--- src/sv/uart_rb_pkg.sv ---
// ---------------------------------------------------------------------------
// UART ring buffer package
// Transfer payload types, opcodes and ring status shared by the ring buffer
// block and its ring submodule.
// ---------------------------------------------------------------------------
package uart_rb_pkg;

    // Opcodes carried by an input transfer
    localparam logic [1:0] OP_HOST_WR  = 2'd0;  // host write, push transmit ring
    localparam logic [1:0] OP_HOST_RD  = 2'd1;  // host read, pop receive ring
    localparam logic [1:0] OP_LINE_RX  = 2'd2;  // line byte, push receive ring
    localparam logic [1:0] OP_TX_READY = 2'd3;  // transmitter ready, pop transmit ring

    typedef struct packed {
        logic [1:0] opcode;
        logic [7:0] byte_in;
    } t_in_item;

    typedef struct packed {
        logic       ok;
        logic [7:0] byte_out;
        logic       tx_irq_enabled;
    } t_out_item;

    // Ring occupancy flags
    typedef struct packed {
        logic full;
        logic empty;
    } t_ring_stat;

endpackage

--- src/sv/uart_rb_ring.sv ---
// ---------------------------------------------------------------------------
// UART ring buffer - one byte ring
// Synchronous byte memory with write and read pointers; one slot is kept
// free. Read data is registered and holds until the next pop.
// ---------------------------------------------------------------------------
module uart_rb_ring #(
    parameter int DEPTH = 128
) (
    input  logic                    i_clk,
    input  logic                    i_rst_n,
    input  logic                    i_push,
    input  logic                    i_pop,
    input  logic [7:0]              i_wr_byte,
    output uart_rb_pkg::t_ring_stat o_stat,
    output logic [7:0]              o_rd_byte
);

    localparam int AW = (DEPTH > 1) ? $clog2(DEPTH) : 1;
    localparam logic [AW-1:0] LAST = AW'(DEPTH - 1);

    logic [7:0]    mem [DEPTH];
    logic [AW-1:0] r_wr_ptr, n_wr_ptr;
    logic [AW-1:0] r_rd_ptr, n_rd_ptr;
    logic [AW-1:0] wr_next;
    logic [AW-1:0] rd_next;
    logic [7:0]    r_rd_byte;

    assign wr_next = (r_wr_ptr == LAST) ? '0 : r_wr_ptr + AW'(1);
    assign rd_next = (r_rd_ptr == LAST) ? '0 : r_rd_ptr + AW'(1);

    assign o_stat.full  = (wr_next == r_rd_ptr);
    assign o_stat.empty = (r_wr_ptr == r_rd_ptr);

    always_comb begin
        n_wr_ptr = i_push ? wr_next : r_wr_ptr;
        n_rd_ptr = i_pop  ? rd_next : r_rd_ptr;
    end

    always_ff @(posedge i_clk) begin
        if (!i_rst_n) begin
            r_wr_ptr <= '0;
            r_rd_ptr <= '0;
        end else begin
            r_wr_ptr <= n_wr_ptr;
            r_rd_ptr <= n_rd_ptr;
        end
    end

    // Byte storage: one write port, one registered read port
    always_ff @(posedge i_clk) begin
        if (i_push) begin
            mem[r_wr_ptr] <= i_wr_byte;
        end
    end

    always_ff @(posedge i_clk) begin
        if (i_pop) begin
            r_rd_byte <= mem[r_rd_ptr];
        end
    end

    assign o_rd_byte = r_rd_byte;

endmodule

--- src/sv/uart_rx_tx_ring_buffers.sv ---
// ---------------------------------------------------------------------------
// UART receive / transmit ring buffers
// Two byte rings (receive and transmit) with host and line side opcodes and a
// transmit interrupt enable flag.
// ---------------------------------------------------------------------------
//
//  Channel | Direction | Handshake                | Payload
//  --------+-----------+--------------------------+---------------------------
//  in      | input     | i_in_valid / o_in_ready  | i_in_item  (opcode, byte)
//  out     | output    | o_out_valid / i_out_ready| o_out_item (ok, byte, irq)
//
//  One transfer per cycle sustained while the output is not stalled; an
//  item's result passes the ring memory read and then the output register
//  before it leaves.
//  Pointers and the interrupt flag update at the input transfer; the memory
//  read data is registered then too and merged in by the read stage.
//  Synchronous active-low reset clears pointers, flag and valid bits; the ring
//  memories are not cleared (a pop never reads an unwritten entry).
//  A stalled output holds one result; one more item is taken into the
//  read stage, after which input ready drops until the output drains.
// ---------------------------------------------------------------------------
module uart_rx_tx_ring_buffers #(
    parameter int RX_DEPTH = 128,
    parameter int TX_DEPTH = 128
) (
    input  logic                   i_clk,
    input  logic                   i_rst_n,
    input  logic                   i_in_valid,
    output logic                   o_in_ready,
    input  uart_rb_pkg::t_in_item  i_in_item,
    output logic                   o_out_valid,
    input  logic                   i_out_ready,
    output uart_rb_pkg::t_out_item o_out_item
);

    uart_rb_pkg::t_ring_stat rx_stat;
    uart_rb_pkg::t_ring_stat tx_stat;
    logic [7:0]              rx_rd_byte;
    logic [7:0]              tx_rd_byte;

    logic in_xfer;
    logic rx_push, rx_pop, tx_push, tx_pop;
    logic op_ok;

    // Interrupt enable
    logic r_irq, n_irq;

    // Read stage: waits on the memory read data
    logic r_s1_valid;
    logic r_s1_ok;
    logic r_s1_from_rx;
    logic r_s1_from_tx;
    logic r_s1_irq;
    logic s1_move;
    uart_rb_pkg::t_out_item s1_item;

    // Output register
    logic                   r_out_valid;
    uart_rb_pkg::t_out_item r_out_item;

    // A transfer is taken when the read stage is empty or moving on
    assign s1_move    = r_s1_valid && (!r_out_valid || i_out_ready);
    assign o_in_ready = !r_s1_valid || s1_move;
    assign in_xfer    = i_in_valid && o_in_ready;

    // Full / empty gating per opcode
    assign tx_push = in_xfer && (i_in_item.opcode == uart_rb_pkg::OP_HOST_WR)
                     && !tx_stat.full;
    assign rx_pop  = in_xfer && (i_in_item.opcode == uart_rb_pkg::OP_HOST_RD)
                     && !rx_stat.empty;
    assign rx_push = in_xfer && (i_in_item.opcode == uart_rb_pkg::OP_LINE_RX)
                     && !rx_stat.full;
    assign tx_pop  = in_xfer && (i_in_item.opcode == uart_rb_pkg::OP_TX_READY)
                     && !tx_stat.empty;
    assign op_ok   = tx_push || rx_pop || rx_push || tx_pop;

    // Host write that pushes sets the enable; transmitter ready on empty clears it
    always_comb begin
        n_irq = r_irq;
        if (tx_push) begin
            n_irq = 1'b1;
        end else if (in_xfer && (i_in_item.opcode == uart_rb_pkg::OP_TX_READY)
                     && tx_stat.empty) begin
            n_irq = 1'b0;
        end
    end

    uart_rb_ring #(
        .DEPTH (RX_DEPTH)
    ) u_rx_ring (
        .i_clk     (i_clk),
        .i_rst_n   (i_rst_n),
        .i_push    (rx_push),
        .i_pop     (rx_pop),
        .i_wr_byte (i_in_item.byte_in),
        .o_stat    (rx_stat),
        .o_rd_byte (rx_rd_byte)
    );

    uart_rb_ring #(
        .DEPTH (TX_DEPTH)
    ) u_tx_ring (
        .i_clk     (i_clk),
        .i_rst_n   (i_rst_n),
        .i_push    (tx_push),
        .i_pop     (tx_pop),
        .i_wr_byte (i_in_item.byte_in),
        .o_stat    (tx_stat),
        .o_rd_byte (tx_rd_byte)
    );

    // Result of the read stage; byte is zero unless a pop succeeded
    always_comb begin
        s1_item.ok             = r_s1_ok;
        s1_item.tx_irq_enabled = r_s1_irq;
        if (r_s1_from_rx) begin
            s1_item.byte_out = rx_rd_byte;
        end else if (r_s1_from_tx) begin
            s1_item.byte_out = tx_rd_byte;
        end else begin
            s1_item.byte_out = 8'd0;
        end
    end

    always_ff @(posedge i_clk) begin
        if (!i_rst_n) begin
            r_irq       <= 1'b0;
            r_s1_valid  <= 1'b0;
            r_out_valid <= 1'b0;
        end else begin
            r_irq <= n_irq;
            if (in_xfer) begin
                r_s1_valid <= 1'b1;
            end else if (s1_move) begin
                r_s1_valid <= 1'b0;
            end
            if (s1_move) begin
                r_out_valid <= 1'b1;
            end else if (i_out_ready) begin
                r_out_valid <= 1'b0;
            end
        end
    end

    // Payload registers
    always_ff @(posedge i_clk) begin
        if (in_xfer) begin
            r_s1_ok      <= op_ok;
            r_s1_from_rx <= rx_pop;
            r_s1_from_tx <= tx_pop;
            r_s1_irq     <= n_irq;
        end
        if (s1_move) begin
            r_out_item <= s1_item;
        end
    end

    assign o_out_valid = r_out_valid;
    assign o_out_item  = r_out_item;

endmodule

--- config.mk ---
export PLATFORM = sky130hd
export DESIGN_NAME = uart_rx_tx_ring_buffers
export DESIGN_NICKNAME = d
export VERILOG_FILES = /design/src/sv/uart_rb_pkg.sv /design/src/sv/uart_rb_ring.sv /design/src/sv/uart_rx_tx_ring_buffers.sv
export SDC_FILE = /design/constraint.sdc
export NUM_CORES = 2
export LEC_CHECK = 0
export BUFFER_PORTS_ARGS = -buffer_cell sky130_fd_sc_hd__buf_2
export CAP_MARGIN = 20
export CORE_MARGIN = 2
export CORE_UTILIZATION = 43
export CTS_BUF_LIST = sky130_fd_sc_hd__clkbuf_16
export DETAILED_ROUTE_END_ITERATION = 10
export GPL_TIMING_DRIVEN = 1
export RECOVER_POWER = 25
export SYNTH_ARGS = -nofsm -noshare
export SYNTH_HDL_FRONTEND = slang
export SYNTH_SLANG_ARGS = --single-unit
--- constraint.sdc ---
create_clock -name i_clk -period 3 [get_ports i_clk]
set_input_delay 0.15 -clock i_clk [delete_from_list [all_inputs] [get_ports i_clk]]
set_output_delay 0.15 -clock i_clk [all_outputs]
set_load 0.1 [all_outputs]
==> flow_metrics.py <==
metrics = {
    "place": {
        "dpl-instance-area_um2": 90800,
        "pre_cts_slack_ps": -349,
        "hpwl_mm": 130,
        "routabilityCongestion": 0.918,
        "portBuffers": 25,
    },
    "floorplanning": {
        "die_w_um": 444,
        "num_rows": 161,
        "ioPinCount": 26,
        "initial_core_util": 0.432,
        "core_area_um2": 192000,
        "floorplan.die_area_um2": 197000,
        "die_h_um": 444,
    },
    "sta": {
        "finalHoldViolCount": 0,
        "fmax_ghz": 0.326,
        "finalSetupViolations": 252,
        "min_period_over_period": 1.02,
        "finClkSkew_ps": 26.8,
        "relSlewSlack": -0.639,
        "hold_slack_ps": 437,
        "worst_pin_slew_ps": 2460,
        "min_period_ps": 3070,
        "rsz0062_at_grt": "yes",
        "finalMaxSlewViolations": 605,
        "setup_ws_ps": -70.2,
    },
    "global_routing": {
        "first_global_vias": 42000,
        "grt_overflow": 0,
        "grtUsageMet1": 0.316,
        "grt_util_met3": 0.0361,
        "antenna_found_initial": 5,
        "grt_pass1_wl_mm": 304,
        "track_usage": 0.212,
        "grt_max_degree": 107,
        "gr-max-usage-layer": "met2",
        "grt_util_met2": 0.324,
    },
    "yosys": {
        "synth_cells": 3886,
        "synth-async-reset-ratio": 0,
        "postSynthRegisterBits": 2109,
        "avgSynthCellArea_um2": 21.4,
        "ys_seq_area_frac": 0.759,
        "netlist_area_um2": 83100,
        "synth_edf_count": 2078,
        "yosys_warnings": 0,
        "ys.flop_type": "edfxtp_1",
        "synth_cell_types": 67,
        "syn_nets": 3904,
    },
    "clock_tree": {
        "root_buffer": "clkbuf_16",
        "cts_made_buffers": 201,
        "cts_sinks": 2109,
        "clk_latency_ps": 840,
        "path_clk_slew_ps": 60,
        "clk_path_buf_depth": 3,
        "htree_levels": 4,
        "cts_tree": "done",
    },
    "route": {
        "vias_per_cell": 5.97,
        "drtIter0Drc": 5490,
        "drtPass1Iterations": 6,
        "postRouteAntennaNets": 0,
        "routed_wl_mm": 212,
        "drc": 0,
        "vias": 41900,
        "wl_per_cell_um": 30.2,
    },
    "run_status": {
        "outcome": "finished, violations left",
        "violations": "max-capacitance violations, max-slew violations, negative setup slack",
    },
    "flow_run": {
        "max_cap_viol_count": 8,
    },
    "cells_and_area": {
        "syn_to_final_growth_pct": 19.4,
        "fin_nets": 4344,
        "layout-drive-gt1-share": 0.373,
        "postLayoutCellArea_um2": 99200,
        "mostFrequentLayoutCell": "edfxtp_1",
        "mostFrequentLayoutCells": "edfxtp_1 (2078), mux4_2 (564), buf_4 (332)",
    },
    "power": {
        "peakVddDrop_mv": 0.560,
        "powerDensity_nw_per_um2": 607,
        "p_leak_nw": 31.0,
    },
    "setup_path": {
        "critPathMaxFanout": 8,
        "cp.arrival_ps": 3670,
        "worstSetupPathType": "reg2reg",
        "cp.required_ps": 3600,
        "crit_path_start_kind": "flip-flop",
        "worstSetupEndpointType": "flip-flop",
    },
    "worst_hold_path": {
        "hold_path_class": "reg2reg",
    },
}
-- metal layers --
layer,wire (µm),up-vias
met1,91500,22500
met5,28,-
met4,5640,4
li1,-,17400
met3,15600,295
met2,99000,1693
-- sequential cells by signal (all words and copies together), names as in the netlist, 8 cells and up --
| register | flops |
|---|---|
| u_rx_ring.mem | 1024 |
| u_tx_ring.mem | 1024 |
| o_out_item | 10 |
| u_rx_ring.o_rd_byte | 8 |
| u_tx_ring.o_rd_byte | 8 |
-- area by class of cell --
class,count,area (µm²)
fill,15000,92900
sequential,2109,63100
multi-input combinational,1514,21200
clock buffer,207,5180
timing repair buffer,484,4870
tap,2526,3160
clock inverter,164,1650
inverter,16,60.1
antenna,1,2.50
-- Yosys cell counts (all sizes together) (4+ instances only) --
cell type  count  share of area
nor2b         34         0.0026
a22oi         20         0.0018
a2111oi       14         0.0015
a21oi         37         0.0023
and2           9        0.00068
mux2i         97          0.012
a22o          12         0.0013
xor2          17         0.0018
a221oi         8        0.00084
xnor2         13         0.0014
or3            7        0.00053
nand3b         8        0.00072
nand2b         6        0.00045
o2111ai        5        0.00053
inv           13        0.00059
o21ai         33         0.0021
edfxtp      2078           0.75
a311oi         4        0.00042
buf          169          0.011
a31oi         10        0.00083
dfxtp         31         0.0075
mux4         564           0.15
nand2         92         0.0042
nor3         216          0.013
and3           6        0.00045
o221ai         4        0.00042
nand3         31         0.0019
o22ai         11        0.00083
mux2          34         0.0046
a211oi        39         0.0035
nand4          9        0.00075
o211ai        17         0.0016
nor2          82         0.0037
clkbuf        78         0.0035
nor4          40         0.0030
ha             4        0.00060
-- critical path: stages, from the launching register on --
cell	delay, ps
dfxtp_2	350
ha_4	140
nand4_2	110
or4_4	500
o211a_4	160
or4_4	560
o21ai_4	280
buf_12	160
clkbuf_16	180
buf_12	150
nor4_4	60
buf_12	170
-- kinds of logic (layout without fill, tap and decap cells) --
kind of cell | count (synthesis) | after routing | synth area share
compound gates | 232 | 232 | 0.0198
xor+xnor | 30 | 30 | 0.00316
fa+ha+maj | 4 | 4 | 0.000602
buf+inv | 263 | 871 | 0.0155
flops | 2109 | 2109 | 0.759
mux | 695 | 695 | 0.169
other cells | 0 | 1 | 0
simple gates | 553 | 553 | 0.0333
-- power by group --
group | internal (mW) | switching (mW) | leakage (nW)
combinational | 0.476 | 1.06 | 8.60
clock | 15.3 | 10.9 | 3.48
sequential | 32.4 | 0.0284 | 18.9
total | 48.2 | 12.0 | 31.0
-- worst paths after layout --
path / startpoint / to / slack (ps) / depth (start not counted)
min reg2reg: r_s1_irq / o_out_item[0] / 440 / 0
min: r_s1_irq / o_out_item[0] / 440 / 0
max: u_tx_ring.r_wr_ptr[1] / u_tx_ring.mem[3][6] / -70 / 11
max reg2reg: u_tx_ring.r_wr_ptr[1] / u_tx_ring.mem[3][6] / -70 / 11
-- what timing repair did --
action,CTS,global route
setup buffers,4,32
cloned,1,13
hold buffers,15,0
setup endpoints to repair,339,1791
pin swaps,0,22
endpoints found under the hold margin,325,0
gates resized for setup,51,115
-- metrics by stage --
stage	setup TNS, ps	cells	total power [mW]	util
2_1_floorplan	-27430	3886	33.5	-
3_3_place_gp	-6890	6584	34.4	0.473
3_5_place_dp	-8970	6584	34.4	0.473
4_1_cts	-647	6975	60.5	0.511
5_1_grt	-33690	7021	61.7	0.516
6_report	-7200	7021	60.2	0.516
(Power assumes the default switching activity.)
